$ cat src/design/ps2mtc_pkg.sv
// Shared types, constants and a helper function for the PS/2 mouse text cursor.
// Used by every module of the block but ps2mtc_ram; depends on nothing.

package ps2mtc_pkg;

    localparam int COLUMNS    = 80;
    localparam int ROWS       = 25;
    localparam int CELL_COUNT = 2048;

    localparam int IDX_W  = 11;
    localparam int COL_W  = 7;
    localparam int ROW_W  = 6;
    localparam int WORD_W = 16;
    localparam int MOT_W  = 6;

    localparam int S_DATA_W = 40;
    localparam int M_DATA_W = 48;

    localparam int QUEUE_DEPTH = 4;
    localparam int QPTR_W      = $clog2(QUEUE_DEPTH);

    localparam logic [COL_W-1:0]  COL_RESET   = COL_W'(40);
    localparam logic [ROW_W-1:0]  ROW_RESET   = ROW_W'(12);
    localparam logic [WORD_W-1:0] BLANK_CELL  = 16'h0720;
    localparam logic [WORD_W-1:0] CURSOR_CELL = 16'h7020;
    localparam logic [7:0]        RIGHT_ATTR  = 8'h40;
    localparam logic [7:0]        PAINT_RESET = 8'hE0;

    // Command kinds passed from the front end to the back end
    localparam logic CMD_HOST = 1'b1;
    localparam logic CMD_PKT  = 1'b0;

    typedef struct packed {
        logic              kind;
        logic [IDX_W-1:0]  idx;
        logic [WORD_W-1:0] word;
        logic [COL_W-1:0]  col;
        logic [ROW_W-1:0]  row;
        logic [2:0]        buttons;   // middle, right, left
    } cmd_t;

    typedef struct packed {
        logic full;
        logic empty;
    } q_status_t;

    // Nine-bit signed motion divided by ten, truncated toward zero.
    // The magnitude is at most 256, for which multiplying by 205/2048 is exact.
    function automatic logic signed [MOT_W-1:0] motion_div10(input logic [7:0] b,
                                                             input logic neg);
        logic [8:0]       mag;
        logic [16:0]      prod;
        logic [MOT_W-1:0] q;
        mag  = neg ? (9'd256 - {1'b0, b}) : {1'b0, b};
        prod = 17'(mag) * 17'd205;
        q    = prod[16:11];
        return neg ? $signed(-q) : $signed(q);
    endfunction

endpackage

$ cat src/design/ps2mtc_front.sv
// Front end: takes input words, assembles mouse packets, moves the cursor
// and queues host writes and packet commands. Depends on ps2mtc_pkg.

module ps2mtc_front import ps2mtc_pkg::*; (
    input  logic                aclk,
    input  logic                aresetn,
    input  logic                s_tvalid,
    output logic                s_tready,
    input  logic [S_DATA_W-1:0] s_tdata,
    input  logic                s_tuser,
    input  q_status_t           q_status,
    input  logic                clear_busy,
    output logic                q_push,
    output cmd_t                q_cmd
);

    localparam logic [1:0] PH_HEAD = 2'd0;
    localparam logic [1:0] PH_X    = 2'd1;
    localparam logic [1:0] PH_Y    = 2'd2;

    logic [1:0]       phase_reg, phase_next;
    logic [7:0]       header_reg, header_next;
    logic [7:0]       xbyte_reg, xbyte_next;
    logic [COL_W-1:0] col_reg, col_next;
    logic [ROW_W-1:0] row_reg, row_next;

    logic                    accept;
    logic [7:0]              mouse_b;
    logic signed [MOT_W-1:0] dx, dy;
    logic signed [COL_W+1:0] col_sum;
    logic signed [ROW_W+1:0] row_diff;
    logic [COL_W-1:0]        col_new;
    logic [ROW_W-1:0]        row_new;
    logic [IDX_W-1:0]        idx_new;

    assign s_tready = !q_status.full && !clear_busy;
    assign accept   = s_tvalid && s_tready;
    assign mouse_b  = s_tdata[7:0];

    assign dx = motion_div10(xbyte_reg, header_reg[4]);
    assign dy = motion_div10(mouse_b, header_reg[5]);

    assign col_sum  = $signed({2'b00, col_reg})
                      + $signed({{(COL_W+2-MOT_W){dx[MOT_W-1]}}, dx});
    assign row_diff = $signed({2'b00, row_reg})
                      - $signed({{(ROW_W+2-MOT_W){dy[MOT_W-1]}}, dy});

    always_comb begin
        if (col_sum < 0) begin
            col_new = '0;
        end else if (col_sum > (COLUMNS - 1)) begin
            col_new = COL_W'(COLUMNS - 1);
        end else begin
            col_new = col_sum[COL_W-1:0];
        end
        if (row_diff < 0) begin
            row_new = '0;
        end else if (row_diff > (ROWS - 1)) begin
            row_new = ROW_W'(ROWS - 1);
        end else begin
            row_new = row_diff[ROW_W-1:0];
        end
    end

    // The store size is a power of two, so wrapping is a truncation.
    assign idx_new = IDX_W'(int'(row_new) * COLUMNS + int'(col_new));

    always_comb begin
        phase_next  = phase_reg;
        header_next = header_reg;
        xbyte_next  = xbyte_reg;
        col_next    = col_reg;
        row_next    = row_reg;
        q_push      = 1'b0;
        q_cmd       = '0;
        if (accept) begin
            if (s_tuser == CMD_HOST) begin
                q_push     = 1'b1;
                q_cmd.kind = CMD_HOST;
                q_cmd.idx  = s_tdata[18:8];
                q_cmd.word = s_tdata[34:19];
            end else begin
                case (phase_reg)
                    PH_X: begin
                        xbyte_next = mouse_b;
                        phase_next = PH_Y;
                    end
                    PH_Y: begin
                        phase_next    = PH_HEAD;
                        col_next      = col_new;
                        row_next      = row_new;
                        q_push        = 1'b1;
                        q_cmd.kind    = CMD_PKT;
                        q_cmd.idx     = idx_new;
                        q_cmd.col     = col_new;
                        q_cmd.row     = row_new;
                        q_cmd.buttons = header_reg[2:0];
                    end
                    default: begin
                        // A header must carry bit 3; anything else is dropped.
                        if (mouse_b[3]) begin
                            header_next = mouse_b;
                            phase_next  = PH_X;
                        end else begin
                            phase_next = PH_HEAD;
                        end
                    end
                endcase
            end
        end
    end

    always_ff @(posedge aclk) begin
        if (!aresetn) begin
            phase_reg  <= PH_HEAD;
            header_reg <= '0;
            xbyte_reg  <= '0;
            col_reg    <= COL_RESET;
            row_reg    <= ROW_RESET;
        end else begin
            phase_reg  <= phase_next;
            header_reg <= header_next;
            xbyte_reg  <= xbyte_next;
            col_reg    <= col_next;
            row_reg    <= row_next;
        end
    end

endmodule

$ cat config.mk
export PLATFORM = sky130hd
export DESIGN_NAME = ps2mtc_front
export DESIGN_NICKNAME = d
export VERILOG_FILES = /design/src/design/ps2mtc_pkg.sv /design/src/design/ps2mtc_front.sv
export SDC_FILE = /design/constraint.sdc
export NUM_CORES = 1
export LEC_CHECK = 0
export BUFFER_PORTS_ARGS = -buffer_cell sky130_fd_sc_hd__buf_4
export CORE_MARGIN = 5
export CORE_UTILIZATION = 59
export CTS_CLUSTER_SIZE = 20
export DETAILED_ROUTE_END_ITERATION = 8
export PLACE_DENSITY = 0.83
export SLEW_MARGIN = 5
export SYNTH_ARGS = -nofsm -noshare
export SYNTH_HDL_FRONTEND = slang
export SYNTH_SLANG_ARGS = --single-unit
$ cat constraint.sdc
create_clock -name aclk -period 14.1 [get_ports aclk]
set_clock_uncertainty 0.05 [all_clocks]
set_input_delay 1.41 -clock aclk [delete_from_list [all_inputs] [get_ports aclk]]
set_output_delay 1.41 -clock aclk [all_outputs]
set_load 0.01 [all_outputs]
==> results.sh <==
export IMPL_place_area_um2=6290
export IMPL_first_global_vias=4879
export IMPL_totalPowerFinal_w=0.0007015
export IMPL_postRouteAntennaNets=0
export IMPL_min_path_type="flip-flop to flip-flop"
export IMPL_antenna_found_initial=0
export IMPL_clock_root_buffer="clkbuf_8"
export IMPL_seq_area_frac_synth_pct=10.04
export IMPL_die_h_um=107.3
export IMPL_cts_repair_resized=0
export IMPL_cts_tree="yes"
export IMPL_post_route_util_pct=68.84
export IMPL_wire_per_inst_um=14.39
export IMPL_slew_headroom_pct=19.39
export IMPL_fin_crit_ns=12.07
export IMPL_async_flop_share_pct=0
export IMPL_grt_pass1_wl_mm=21.58
export IMPL_syn_inst=670
export IMPL_finalHoldViolCount=0
export IMPL_multiInputGateArea_um2=4566
export IMPL_worstPathRequired_ns=12.64
export IMPL_first_pass_iters=5
export IMPL_final_layout_size_suffix_gt1_share_pct=14.09
export IMPL_pwr_share_seq_pct=11.4
export IMPL_combinationalPowerShare_pct=79.4
export IMPL_rsz0062_at_grt="false"
export IMPL_largest_register_ffs=8
export IMPL_syn_avg_cell_area_um2=8.334
export IMPL_switchingPower_w=0.0003418
export IMPL_cts_made_buffers=3
export IMPL_clock_power_share_pct=9.3
export IMPL_vias=4704
export IMPL_status="complete, no violations"
export IMPL_dieArea_um2=11510
export IMPL_fin_nets=935
export IMPL_n_fill_cell=744
export IMPL_tns_ns=0
export IMPL_tightestPinTransition_ns=1.192
export IMPL_core_area_um2=9240
export IMPL_initial_core_util_pct=60.43
export IMPL_synth_edf_count=0
export IMPL_r2r_cells=33
export IMPL_drv_slew=0
export IMPL_gp_congestion=0.8937
export IMPL_worstPathArrival_ns=10.61
export IMPL_cp_slowest_cell="fa_1"
export IMPL_fmax_mhz=82.84
export IMPL_clkTransAtPathRegs_ns=0.10
export IMPL_ys_flop_type="dfxtp_1"
export IMPL_drcViolationCount=0
export IMPL_cp_max_fo=7
export IMPL_synth_cell_types=63
export IMPL_finalSetupViolations=0
export IMPL_p_int_w=0.0003596
export IMPL_hpwl_mm=10.80
export IMPL_crit_path_max_incr_delay_ns=0.53
export IMPL_wirelength_mm=12.47
export IMPL_hold_path_depth=2
export IMPL_cts_sinks=28
export IMPL_core_rowCount=35
export IMPL_cts_setup_buffers=0
export IMPL_synth_seq_cells=28
export IMPL_synth_warnings=0
export IMPL_hold_ws_ns=0.4443
export IMPL_stdcell_area_um2=6361
export IMPL_maxCapViolCount=0
export IMPL_n_antenna_cell=0
export IMPL_p_sw_share_pct=48.73
export IMPL_critPathKind="primary input to output pin"
export IMPL_ioPinCount=93
export IMPL_cts_max_path_buffers=2
export IMPL_cts_hold_buf=0
export IMPL_port_buffers=85
export IMPL_grt_ovfl_total=0
export IMPL_crit_path_end_kind="output pin"
export IMPL_startpoint_type="primary input"
export IMPL_synth_cell_area_um2=5584
export IMPL_drtIter0Drc=211
export IMPL_powerDensity_nw_per_um2=110.3
export IMPL_clk_latency_ns=0.28
export IMPL_die_w_um=107.3
export IMPL_seq_area_um2=560.5
export IMPL_grt_max_degree=31
export IMPL_syn2layout_area_growth_pct=13.91
export IMPL_viasPerCell=5.426
export IMPL_track_usage_pct=22.11
export IMPL_period_share_pct=85.61
export IMPL_leakage_nw=3.393
export IMPL_htreeDepth=1
export IMPL_peakVddDrop_mv=0.09219
[metrics by stage]
step | setup WS, ns | instances
3_3_place_gp | 2.167 | 863
6_report | 2.029 | 867
5_1_grt | 1.287 | 867
4_1_cts | 1.969 | 867
3_5_place_dp | 2.023 | 863
2_1_floorplan | 2.822 | 671
[critical path: cells and delay by family]
family / cells / cell delay (ns)
AO/OA/AOI/OAI: 12 / 2.33
adder cells (fa/ha/maj): 10 / 3.86
buffers and inverters: 7 / 0.59
AND/OR/NAND/NOR: 10 / 1.56
XOR/XNOR: 5 / 0.84
[synth_stat cells (all sizes together) (10+ instances only)]
| master | number | share of area (%) |
|---|---|---|
| a21oi | 19 | 1.8 |
| xnor2 | 33 | 5.3 |
| clkbuf | 19 | 1.3 |
| nand2b | 10 | 1.1 |
| mux2i | 11 | 2.2 |
| nor3 | 11 | 0.99 |
| nand2 | 56 | 3.8 |
| xor2 | 23 | 3.6 |
| nor2 | 27 | 1.8 |
| nand3 | 13 | 1.2 |
| fa | 32 | 11 |
| o21ai | 28 | 2.5 |
| ha | 117 | 26 |
| a21o | 14 | 1.9 |
| nor2b | 15 | 1.7 |
| and2 | 25 | 2.8 |
| a21boi | 10 | 1.3 |
| inv | 97 | 6.5 |
| dfxtp | 28 | 10 |
[cell type report]
type,instances,area share (%)
multi-input combinational,524,71.77
sequential,28,8.812
clock inverter,1,0.4721
clock buffer,3,0.6491
inverter,97,5.724
timing repair buffer,85,10.03
tap,129,2.537
[per-layer routing]
layer	wire length (um)	track usage (%)	vias up	share of wire (%)
li1	-	-	2389	-
met1	5363	27.51	2253	43
met2	6719	42.31	56	54
met3	287	1.140	6	2.3
met4	102	3.744	0	0.82
met5	0	0	-	0
[power by group through the flow]
stage | Combinational (W) | Sequential, W | Clock (W)
CTS | 0.000559 | 0.0000798 | 0.0000652
global placement | 0.000528 | 0.0000816 | 0
floorplan | 0.000438 | 0.0000812 | 0
detailed placement | 0.000552 | 0.0000816 | 0
finish | 0.000557 | 0.0000798 | 0.0000649
global route | 0.000626 | 0.0000799 | 0.0000677
[kinds of logic (layout without fill, tap and decap cells)]
logic type | Yosys count | in the layout | synth area share, %
simple gates | 183 | 183 | 16.51
flops | 28 | 28 | 10.04
fa+ha+maj | 149 | 149 | 37.69
xor+xnor | 57 | 57 | 9.321
compound gates | 121 | 121 | 15.71
other cells | 1 | 2 | 0.06715
mux | 12 | 12 | 2.398
buf+inv | 119 | 186 | 8.268
[path summary, 6_finish.rpt]
| check | start | endpoint | slack (ns) |
|---|---|---|---|
| setup reg to reg | xbyte_reg[0] | col_reg[1] | 6.12 |
| hold / removal | col_reg[3] | col_reg[3] | 0.44 |
| hold reg to reg | col_reg[3] | col_reg[3] | 0.44 |
| setup / recovery | s_tdata[2] | q_cmd[42] | 2.03 |
[placed cells by master (no fill, tap or decap), types with 17 or more instances in the layout]
cell type / instances
dfxtp_1: 28
xor2_1: 23
ha_1: 117
a21oi_1: 17
inv_1: 97
nor2_1: 27
xnor2_1: 32
o21ai_0: 28
fa_1: 32
buf_4: 85
nand2_1: 56
and2_1: 24
Power figures use the tool's default switching activity.
