--- src/design/ps2mtc_pkg.sv ---
// Shared types, constants and a helper function for the PS/2 mouse text cursor.
// Used by every module of the block but ps2mtc_ram; depends on nothing.

package ps2mtc_pkg;

    localparam int COLUMNS    = 80;
    localparam int ROWS       = 25;
    localparam int CELL_COUNT = 2048;

    localparam int IDX_W  = 11;
    localparam int COL_W  = 7;
    localparam int ROW_W  = 6;
    localparam int WORD_W = 16;
    localparam int MOT_W  = 6;

    localparam int S_DATA_W = 40;
    localparam int M_DATA_W = 48;

    localparam int QUEUE_DEPTH = 4;
    localparam int QPTR_W      = $clog2(QUEUE_DEPTH);

    localparam logic [COL_W-1:0]  COL_RESET   = COL_W'(40);
    localparam logic [ROW_W-1:0]  ROW_RESET   = ROW_W'(12);
    localparam logic [WORD_W-1:0] BLANK_CELL  = 16'h0720;
    localparam logic [WORD_W-1:0] CURSOR_CELL = 16'h7020;
    localparam logic [7:0]        RIGHT_ATTR  = 8'h40;
    localparam logic [7:0]        PAINT_RESET = 8'hE0;

    // Command kinds passed from the front end to the back end
    localparam logic CMD_HOST = 1'b1;
    localparam logic CMD_PKT  = 1'b0;

    typedef struct packed {
        logic              kind;
        logic [IDX_W-1:0]  idx;
        logic [WORD_W-1:0] word;
        logic [COL_W-1:0]  col;
        logic [ROW_W-1:0]  row;
        logic [2:0]        buttons;   // middle, right, left
    } cmd_t;

    typedef struct packed {
        logic full;
        logic empty;
    } q_status_t;

    // Nine-bit signed motion divided by ten, truncated toward zero.
    // The magnitude is at most 256, for which multiplying by 205/2048 is exact.
    function automatic logic signed [MOT_W-1:0] motion_div10(input logic [7:0] b,
                                                             input logic neg);
        logic [8:0]       mag;
        logic [16:0]      prod;
        logic [MOT_W-1:0] q;
        mag  = neg ? (9'd256 - {1'b0, b}) : {1'b0, b};
        prod = 17'(mag) * 17'd205;
        q    = prod[16:11];
        return neg ? $signed(-q) : $signed(q);
    endfunction

endpackage

--- src/design/ps2mtc_fifo.sv ---
// Short command queue between the front end and the back end.
// Depends on ps2mtc_pkg.

module ps2mtc_fifo import ps2mtc_pkg::*; (
    input  logic      aclk,
    input  logic      aresetn,
    input  logic      push,
    input  cmd_t      push_cmd,
    input  logic      pop,
    output cmd_t      head,
    output q_status_t status
);

    cmd_t              entry_reg [QUEUE_DEPTH];
    logic [QPTR_W-1:0] wr_ptr_reg, wr_ptr_next;
    logic [QPTR_W-1:0] rd_ptr_reg, rd_ptr_next;
    logic [QPTR_W:0]   count_reg, count_next;

    assign head         = entry_reg[rd_ptr_reg];
    assign status.full  = (count_reg == (QPTR_W+1)'(QUEUE_DEPTH));
    assign status.empty = (count_reg == '0);

    always_comb begin
        wr_ptr_next = push ? wr_ptr_reg + 1'b1 : wr_ptr_reg;
        rd_ptr_next = pop ? rd_ptr_reg + 1'b1 : rd_ptr_reg;
        count_next  = count_reg + (QPTR_W+1)'(push) - (QPTR_W+1)'(pop);
    end

    always_ff @(posedge aclk) begin
        if (push) begin
            entry_reg[wr_ptr_reg] <= push_cmd;
        end
    end

    always_ff @(posedge aclk) begin
        if (!aresetn) begin
            wr_ptr_reg <= '0;
            rd_ptr_reg <= '0;
            count_reg  <= '0;
        end else begin
            wr_ptr_reg <= wr_ptr_next;
            rd_ptr_reg <= rd_ptr_next;
            count_reg  <= count_next;
        end
    end

endmodule

--- config.mk ---
export PLATFORM = sky130hd
export DESIGN_NAME = ps2mtc_fifo
export DESIGN_NICKNAME = d
export VERILOG_FILES = /design/src/design/ps2mtc_pkg.sv /design/src/design/ps2mtc_fifo.sv
export SDC_FILE = /design/constraint.sdc
export NUM_CORES = 1
export LEC_CHECK = 0
export BUFFER_PORTS_ARGS = -buffer_cell sky130_fd_sc_hd__buf_2
export CAP_MARGIN = 5
export CORE_ASPECT_RATIO = 2
export CORE_MARGIN = 2
export CORE_UTILIZATION = 55
export CTS_CLUSTER_SIZE = 8
export DETAILED_ROUTE_END_ITERATION = 10
export PLACE_DENSITY = 0.77
export SLEW_MARGIN = 40
export SYNTH_ARGS = -nofsm -noshare
export SYNTH_HDL_FRONTEND = slang
export SYNTH_SLANG_ARGS = --single-unit
--- constraint.sdc ---
create_clock -name aclk -period 4.79 [get_ports aclk]
set_input_delay 0.7185 -clock aclk [delete_from_list [all_inputs] [get_ports aclk]]
set_output_delay 0.7185 -clock aclk [all_outputs]
set_load 0.03 [all_outputs]
==> run summary, run 1 <==
## Run status
* finished clean — result of the run

## Global routing
* met2 — layer carrying the most global-route usage
* 0.328 — GR Layer Usage met2
* 18.1 mm — first-pass GRT wire length
* 0.0554 — met3 usage
* 3425 — vias in the first global route
* 0 — total global routing overflow
* 45 — maximum number of pins on one net before global-route repair
* 0.194 — Global Route met1 Usage
* 2 — initial antenna violation count
* 0.183 — global-route total usage across every layer

## Worst setup path
* 4 — cells on worst reg2reg path
* wr_ptr_reg[0] — origin of the critical flop-to-flop path
* buf_12 > mux4_1 > buf_2 — cells along the critical path
* primary output — kind of end point of the critical path
* 18 — maximum fanout encountered on the critical timing path
* multiplexers — Top Family by Delay on Critical Path
* 570 ps — maximum cell stage delay along the critical path
* 2 — combined buffer and inverter count along the critical path
* 4070 ps — critical path required time
* sky130_fd_sc_hd__mux4_1 — slowest cell on the critical path
* 2900 ps — reg-to-reg setup timing slack
* 1910 ps — Worst Path Arrival
* register — crit path launch type
* reg2out — critical setup path kind
* entry_reg[0][10] — terminus of the critical flop-to-flop path

## Yosys
* 328 — number of nets produced by synthesis
* 185 — number of synthesized register bits
* 21 — number of distinct standard cells referenced by the synthesized netlist
* 25.1 um^2 — Post-Synthesis Mean Instance Area
* sky130_fd_sc_hd__edfxtp_1 (77%), sky130_fd_sc_hd__mux4_2 (13%), sky130_fd_sc_hd__dfxtp_1 (2.6%), sky130_fd_sc_hd__mux4_1 (1.5%), sky130_fd_sc_hd__buf_12 (1.2%) — top cells by area in the synthesized netlist
* 0 — count of synthesis-stage warnings from yosys
* sky130_fd_sc_hd__edfxtp_1 — dominant cell type by area after synthesis
* 6850 um^2 — Mapped Area
* 0.798 — Seq/Total Area, Yosys
* 0.772 — top-area cell type share of the netlist area
* 273 — post-synthesis instance total

## Placed design
* 508 — cell count after placement
* 93 — number of port buffers
* 0.679 — RePlAce Congestion
* 7.21 mm — HPWL after DPL

## Drt
* 21.2 um — routed len/inst
* 178 — violation count after the first detailed-route iteration
* 5.60 — post-detailed-route via-to-cell ratio
* 11.5 mm — Routed WL
* 0 — remaining design rule violation count
* 4 — drt pass-1 iters
* 3034 — via total after detailed routing
* 0 — Routed Antenna Nets

## Die
* 82.9 um — Chip Width
* 57 — Rows
* 94 — I/O pin cnt
* 12100 um^2 — standard cell core area
* 0.565 — starting utilization of the core area
* 162 um — die outline height
* 13400 um^2 — Die Footprint

## Final layout
* 176 — number of flip-flops in the largest register
* sky130_fd_sc_hd__edfxtp_1 (176), sky130_fd_sc_hd__buf_2 (93), sky130_fd_sc_hd__mux4_2 (40), sky130_fd_sc_hd__clkbuf_16 (17) — commonest cells after routing, fill and taps aside
* sky130_fd_sc_hd__edfxtp_1 — most common cell after layout, fill and taps aside
* 542 — number of cells in the finished layout apart from fillers
* 17.7% — post-synthesis to final-layout area growth
* 0.445 — share of layout cells above drive strength 1
* 435 — nets@finish

## Timing
* 2620 ps — post-layout minimum cycle time
* 0 — number of failing setup endpoints in the final timing report
* 381 MHz — upper clock frequency limit
* 5.91 ps — Worst Clk Skew
* false — setup repair after global routing missed its margin
* 0.565 — headroom to the max-slew limit
* 0 ps — aggregate negative setup slack
* 0 — number of endpoints with negative hold slack in the final report
* 653 ps — actual transition at the worst max-transition pin
* 0.548 — final clock period utilization by the worst path
* 0 — max-slew violation count

## Pwr
* 0.234 — switching part of the total
* 0.376 — portion of total power attributed to the clock network
* 2.85 mW — Internal Dissipation
* 0.116 — logic gate share of total power
* 2.78 nW — Leakage Power
* 462 nW/um^2 — P per Cell Area
* 0.509 — sequential power share
* 0.874 mW — switching pwr
* 0.311 mV — maximum resistive drop on vdd

## Clocking
* 2 — CTS Buffer Depth
* 17 — number of buffers inserted during clock tree synthesis
* 60 ps — clock-pin slew of the registers on the worst-case setup and hold paths
* 0 — CTS Hold Bufs
* 185 — clock net sink count
* 4 — maximum level of the CTS H-tree
* sky130_fd_sc_hd__clkbuf_16 — cell chosen for the clock root
* 420 ps — clock insertion delay at the later pin of the skew report
* done — TritonCTS clock tree
* 0 — number of buffers inserted to repair setup after CTS
* 0 — number of cells upsized or downsized after cts

## Worst hold path
* push_cmd[15] — beginning of the worst hold path
* 1 — number of cells on the worst hold path
* entry_reg[3][15] — endpoint with the worst hold slack
* in2reg — worst hold path type

## Flow run
* 0 — max-capacitance violation count

-- layout make-up --
cell class	count	area (um^2)
Sequential cell	185	5470
Antenna cell	2	5.00
Clock buffer	18	429
Clock inverter	14	171
Fill cell	808	4060
Timing Repair Buffer	98	528
Inverter	7	26.3
Multi-Input combinational cell	71	1250
Tap cell	147	184
-- Yosys cell counts --
library cell,number
sky130_fd_sc_hd__mux2i_1,1
sky130_fd_sc_hd__dfxtp_1,9
sky130_fd_sc_hd__mux4_2,40
sky130_fd_sc_hd__clkbuf_2,1
sky130_fd_sc_hd__nand3b_1,1
sky130_fd_sc_hd__and3_1,1
sky130_fd_sc_hd__ha_1,6
sky130_fd_sc_hd__buf_6,1
sky130_fd_sc_hd__xnor2_1,2
sky130_fd_sc_hd__edfxtp_1,176
sky130_fd_sc_hd__xor3_1,1
sky130_fd_sc_hd__fa_1,1
sky130_fd_sc_hd__buf_12,4
sky130_fd_sc_hd__a21bo_2,1
sky130_fd_sc_hd__buf_2,4
sky130_fd_sc_hd__and2_1,6
sky130_fd_sc_hd__mux4_1,4
sky130_fd_sc_hd__nor3_1,1
sky130_fd_sc_hd__nor2_1,5
sky130_fd_sc_hd__a21oi_1,1
sky130_fd_sc_hd__inv_1,7
-- per-stage QoR --
step	hold WS (ps)	total power, mW	instance area, um^2	worst slack, ps	utilization
2_1_floorplan	499	2.24	6850	2610	-
3_3_place_gp	504	2.35	7420	2230	0.612
3_5_place_dp	544	2.37	7460	2500	0.615
4_1_cts	491	3.77	8060	2110	0.665
5_1_grt	496	3.86	8070	2050	0.665
6_report	508	3.73	8070	2170	0.665
-- logic make-up (layout without fill, tap and decap cells) --
family / count (synthesis) / after routing / synth area share
AO/OA/AOI/OAI: 2 / 2 / 0.00219
XOR/XNOR: 3 / 3 / 0.00603
adder cells (fa/ha/maj): 7 / 7 / 0.0139
buffers and inverters: 17 / 137 / 0.0208
flip-flops: 185 / 185 / 0.798
multiplexers: 45 / 45 / 0.148
other: 0 / 2 / 0
AND/OR/NAND/NOR: 14 / 14 / 0.0110
-- power by group through the flow --
stage	combinational, mW	clock, mW	sequential, mW
global placement	0.403	0	1.94
finish	0.432	1.40	1.90
global route	0.460	1.49	1.90
CTS	0.440	1.43	1.90
floorplan	0.328	0	1.91
detailed placement	0.440	0	1.93
-- per-layer routing --
layer | wire length [um] | up-vias | share of wire
met4 | 259 | 0 | 0.023
met3 | 501 | 18 | 0.044
met1 | 4230 | 1573 | 0.37
met5 | 0 | - | 0
li1 | - | 1366 | -
met2 | 6520 | 77 | 0.57
-- worst max path at each step --
stage / from / end / slack [ps] / cells after the start
detailed placement: push / entry_reg[0][22] / 2500 / 3
finish: register / head[42] / 2170 / 3
global placement: register / head[41] / 2230 / 2
global route: register / head[41] / 2050 / 3
floorplan: push / entry_reg[0][0] / 2610 / 1
CTS: register / head[41] / 2110 / 3
Note: power is estimated with default switching activity, not from simulation.
==> run 2, diff against run 1 <==
--- a/config.mk
+++ b/config.mk
@@ -5,14 +5,15 @@
 export SDC_FILE = /design/constraint.sdc
 export NUM_CORES = 1
 export LEC_CHECK = 0
+export ABC_AREA = 1
 export BUFFER_PORTS_ARGS = -buffer_cell sky130_fd_sc_hd__buf_2
 export CAP_MARGIN = 5
 export CORE_ASPECT_RATIO = 2
 export CORE_MARGIN = 2
-export CORE_UTILIZATION = 55
+export CORE_UTILIZATION = 52
 export CTS_CLUSTER_SIZE = 8
 export DETAILED_ROUTE_END_ITERATION = 10
-export PLACE_DENSITY = 0.77
+export PLACE_DENSITY = 0.76
 export SLEW_MARGIN = 40
 export SYNTH_ARGS = -nofsm -noshare
 export SYNTH_HDL_FRONTEND = slang
==> constraint.sdc (replaced) <==
create_clock -name aclk -period 2.2 [get_ports aclk]
set_input_delay 0.33 -clock aclk [delete_from_list [all_inputs] [get_ports aclk]]
set_output_delay 0.33 -clock aclk [all_outputs]
set_load 0.03 [all_outputs]
==> run summary, run 2 <==
## Run status
* finished clean — result of the run

## Drt
* 292 — violation count after the first detailed-route iteration, +64%
* 13.6 mm — Routed WL, +18%
* 4402 — via total after detailed routing, +45%
* 4 — drt pass-1 iters, unchanged
* 0 — remaining design rule violation count, unchanged
* 0 — Routed Antenna Nets, unchanged
* 15.6 um — routed len/inst, -26%
* 5.07 — post-detailed-route via-to-cell ratio, -9.5%

## Pwr
* 3.42 nW — Leakage Power, +23%
* 0.122 — logic gate share of total power, +0.006
* 0.518 — sequential power share, +0.009
* 0.359 — portion of total power attributed to the clock network, -0.017
* 0.262 — switching part of the total, +0.0271
* 2.06 mW — switching pwr, +140%
* 5.81 mW — Internal Dissipation, +100%
* 0.597 mV — maximum resistive drop on vdd, +92%
* 915 nW/um^2 — P per Cell Area, +98%

## Placed design
* 456 ps — Setup Slack @ Placement, -2040 ps
* 93 — number of port buffers, unchanged
* 0.768 — RePlAce Congestion, +13%
* 8.55 mm — HPWL after DPL, +19%

## Yosys
* sky130_fd_sc_hd__edfxtp_1 — ys flop type
* 0.716 — top-area cell type share of the netlist area, -0.0552
* 7380 um^2 — Mapped Area, +7.7%
* 0.741 — Seq/Total Area, Yosys, -0.0571
* 12.9 um^2 — Post-Synthesis Mean Instance Area, -48%
* 17 — number of distinct standard cells referenced by the synthesized netlist, -19%
* sky130_fd_sc_hd__edfxtp_1 (176), sky130_fd_sc_hd__inv_1 (104), sky130_fd_sc_hd__nand2_1 (98) — leading post-synthesis cells by instance count
* sky130_fd_sc_hd__edfxtp_1 (72%), sky130_fd_sc_hd__inv_1 (5.3%), sky130_fd_sc_hd__nand2_1 (5.0%), sky130_fd_sc_hd__o211ai_1 (4.5%), sky130_fd_sc_hd__a21oi_1 (3.4%) — top cells by area in the synthesized netlist
* 0 — count of synthesis-stage warnings from yosys, unchanged
* sky130_fd_sc_hd__edfxtp_1 — most repeated cell in the gate-level netlist after synthesis
* 185 — number of synthesized register bits, unchanged
* 0 — proportion of register bits with asynchronous set or reset after synthesis, unchanged
* 176 — number of enable-type register cells in the synthesized netlist, unchanged
* 570 — post-synthesis instance total, +110%
* 625 — number of nets produced by synthesis, +91%
* sky130_fd_sc_hd__edfxtp_1 — dominant cell type by area after synthesis

## Clocking
* 420 ps — clock insertion delay at the later pin of the skew report, about the same
* 4 — maximum level of the CTS H-tree, unchanged
* 0 — CTS Hold Bufs, unchanged
* sky130_fd_sc_hd__clkbuf_16 — cell chosen for the clock root
* 70 ps — clock-pin slew of the registers on the worst-case setup and hold paths, about the same
* 17 — number of buffers inserted during clock tree synthesis, unchanged
* done — TritonCTS clock tree
* 2 — CTS Buffer Depth, unchanged
* 185 — clock net sink count, unchanged

## Final layout
* 721 — nets@finish, +66%
* 176 — number of flip-flops in the largest register, unchanged
* 16.6% — post-synthesis to final-layout area growth
* sky130_fd_sc_hd__edfxtp_1 — most common cell after layout, fill and taps aside
* 1076 — # fillers, +33%
* sky130_fd_sc_hd__edfxtp_1 (176), sky130_fd_sc_hd__inv_1 (100), sky130_fd_sc_hd__nand2_1 (98), sky130_fd_sc_hd__buf_2 (93), sky130_fd_sc_hd__a21oi_1 (50) — commonest cells after routing, fill and taps aside
* 0.212 — share of layout cells above drive strength 1, -0.233

## Timing
* 485 MHz — upper clock frequency limit
* 435 ps — actual transition at the worst max-transition pin, -218 ps
* 0 — number of endpoints with negative hold slack in the final report, unchanged
* 0 — max-slew violation count, unchanged
* 0 — number of failing setup endpoints in the final timing report, unchanged
* 0 ps — aggregate negative setup slack, unchanged
* 11.3 ps — Worst Clk Skew, +5.35 ps
* 138 ps — smallest setup slack after layout, -2030 ps
* 0.937 — final clock period utilization by the worst path
* 2060 ps — post-layout minimum cycle time
* false — setup repair after global routing missed its margin
* 0.710 — headroom to the max-slew limit, +0.145

## Worst setup path
* primary output — kind of end point of the critical path
* 1730 ps — Worst Path Arrival, -180 ps
* 1870 ps — critical path required time, -2200 ps
* register — crit path launch type
* 57 — maximum fanout encountered on the critical timing path, +39
* reg2out — critical setup path kind

## Global routing
* 4362 — vias in the first global route, +27%
* 0.186 — global-route total usage across every layer, +0.00308
* 0 — total global routing overflow, unchanged
* 58 — maximum number of pins on one net before global-route repair, +29%
* 1 — initial antenna violation count, -1
* 20.9 mm — first-pass GRT wire length, +16%

## Die
* 61 — Rows, +7.0%
* 15200 um^2 — Die Footprint, +13%
* 88.2 um — Chip Width, +6.4%
* 0.531 — starting utilization of the core area, -0.0338
* 172 um — die outline height, +6.6%
* 94 — I/O pin cnt, unchanged
* 13900 um^2 — standard cell core area, +15%

## Flow run
* 0 — max-capacitance violation count, unchanged

## Worst hold path
* in2reg — worst hold path type

## run 2: cell count changes after synthesis, moves of 8 or more
cell and change:
sky130_fd_sc_hd__buf_2 +8, sky130_fd_sc_hd__mux4_2 -40, sky130_fd_sc_hd__a21oi_1 +49, sky130_fd_sc_hd__inv_1 +97, sky130_fd_sc_hd__nand2_1 +98, sky130_fd_sc_hd__o21ai_1 +10
sky130_fd_sc_hd__buf_6 +8, sky130_fd_sc_hd__o211ai_1 +44, sky130_fd_sc_hd__o21ai_0 +38
## run 2: area by class of cell
cell class / count / area (um^2) / area share
clock inverter: 13 / 108 / 0.0125
sequential: 185 / 5470 / 0.636
antenna: 1 / 2.50 / 0.000291
inverter: 104 / 390 / 0.0454
tap: 189 / 236 / 0.0275
clock buffer: 19 / 443 / 0.0515
multi-input combinational: 251 / 1300 / 0.151
timing repair buffer: 107 / 649 / 0.0755
## run 2: worst paths after layout
kind / cells after the start / start / end / slack, ps
min: 1 / push_cmd[37] / entry_reg[2][37] / 120
min reg2reg: 1 / rd_ptr_reg[0] / rd_ptr_reg[0] / 490
max: 5 / register / head[41] / 140
max reg2reg: 9 / count_reg[0] / count_reg[2] / 540
## run 2: power groups by stage
stage	registers (mW)	logic, mW	clock network (mW)
floorplan	4.13	0.665	0
global placement	4.15	0.921	0
detailed placement	4.16	0.960	0
CTS	4.08	0.963	2.88
global route	4.09	1.06	3.01
finish	4.08	0.963	2.83
## run 2: timing repair
item,CTS,global route
setup endpoints to repair,0,21
buffers inserted,0,1
gates resized for setup,0,0
## run 2: critical path, stage by stage, from the launching register on
cell and delay [ps]:
sky130_fd_sc_hd__dfxtp_4 520, sky130_fd_sc_hd__buf_12 270, sky130_fd_sc_hd__nand2_1 110, sky130_fd_sc_hd__o211ai_1 100
sky130_fd_sc_hd__nand2_1 100, sky130_fd_sc_hd__buf_2 180
## run 2: cells by family after synthesis
group | after synthesis | share of synthesized area
simple gates | 102 | 0.0522
fa+ha+maj | 7 | 0.0129
compound gates | 142 | 0.111
flops | 185 | 0.741
buf+inv | 134 | 0.0829
## run 2: per-stage QoR
stage / power [mW] / hold WS (ps) / instances / util / area (um^2)
after floorplan: 4.80 / 422 / 570 / - / 7380
after global placement: 5.07 / 439 / 835 / 0.579 / 8040
after detailed placement: 5.12 / 473 / 835 / 0.579 / 8040
after CTS: 7.92 / 101 / 867 / 0.618 / 8590
after global routing: 8.17 / 100 / 869 / 0.619 / 8600
final: 7.87 / 119 / 869 / 0.619 / 8600
## run 2: routing by layer
| metal | global-route usage | up-vias | share of wire |
|---|---|---|---|
| met5 | 0 | - | 0 |
| li1 | - | 2159 | - |
| met3 | 0.0434 | 17 | 0.034 |
| met4 | 0.0731 | 0 | 0.017 |
| met1 | 0.204 | 2135 | 0.38 |
| met2 | 0.338 | 91 | 0.57 |
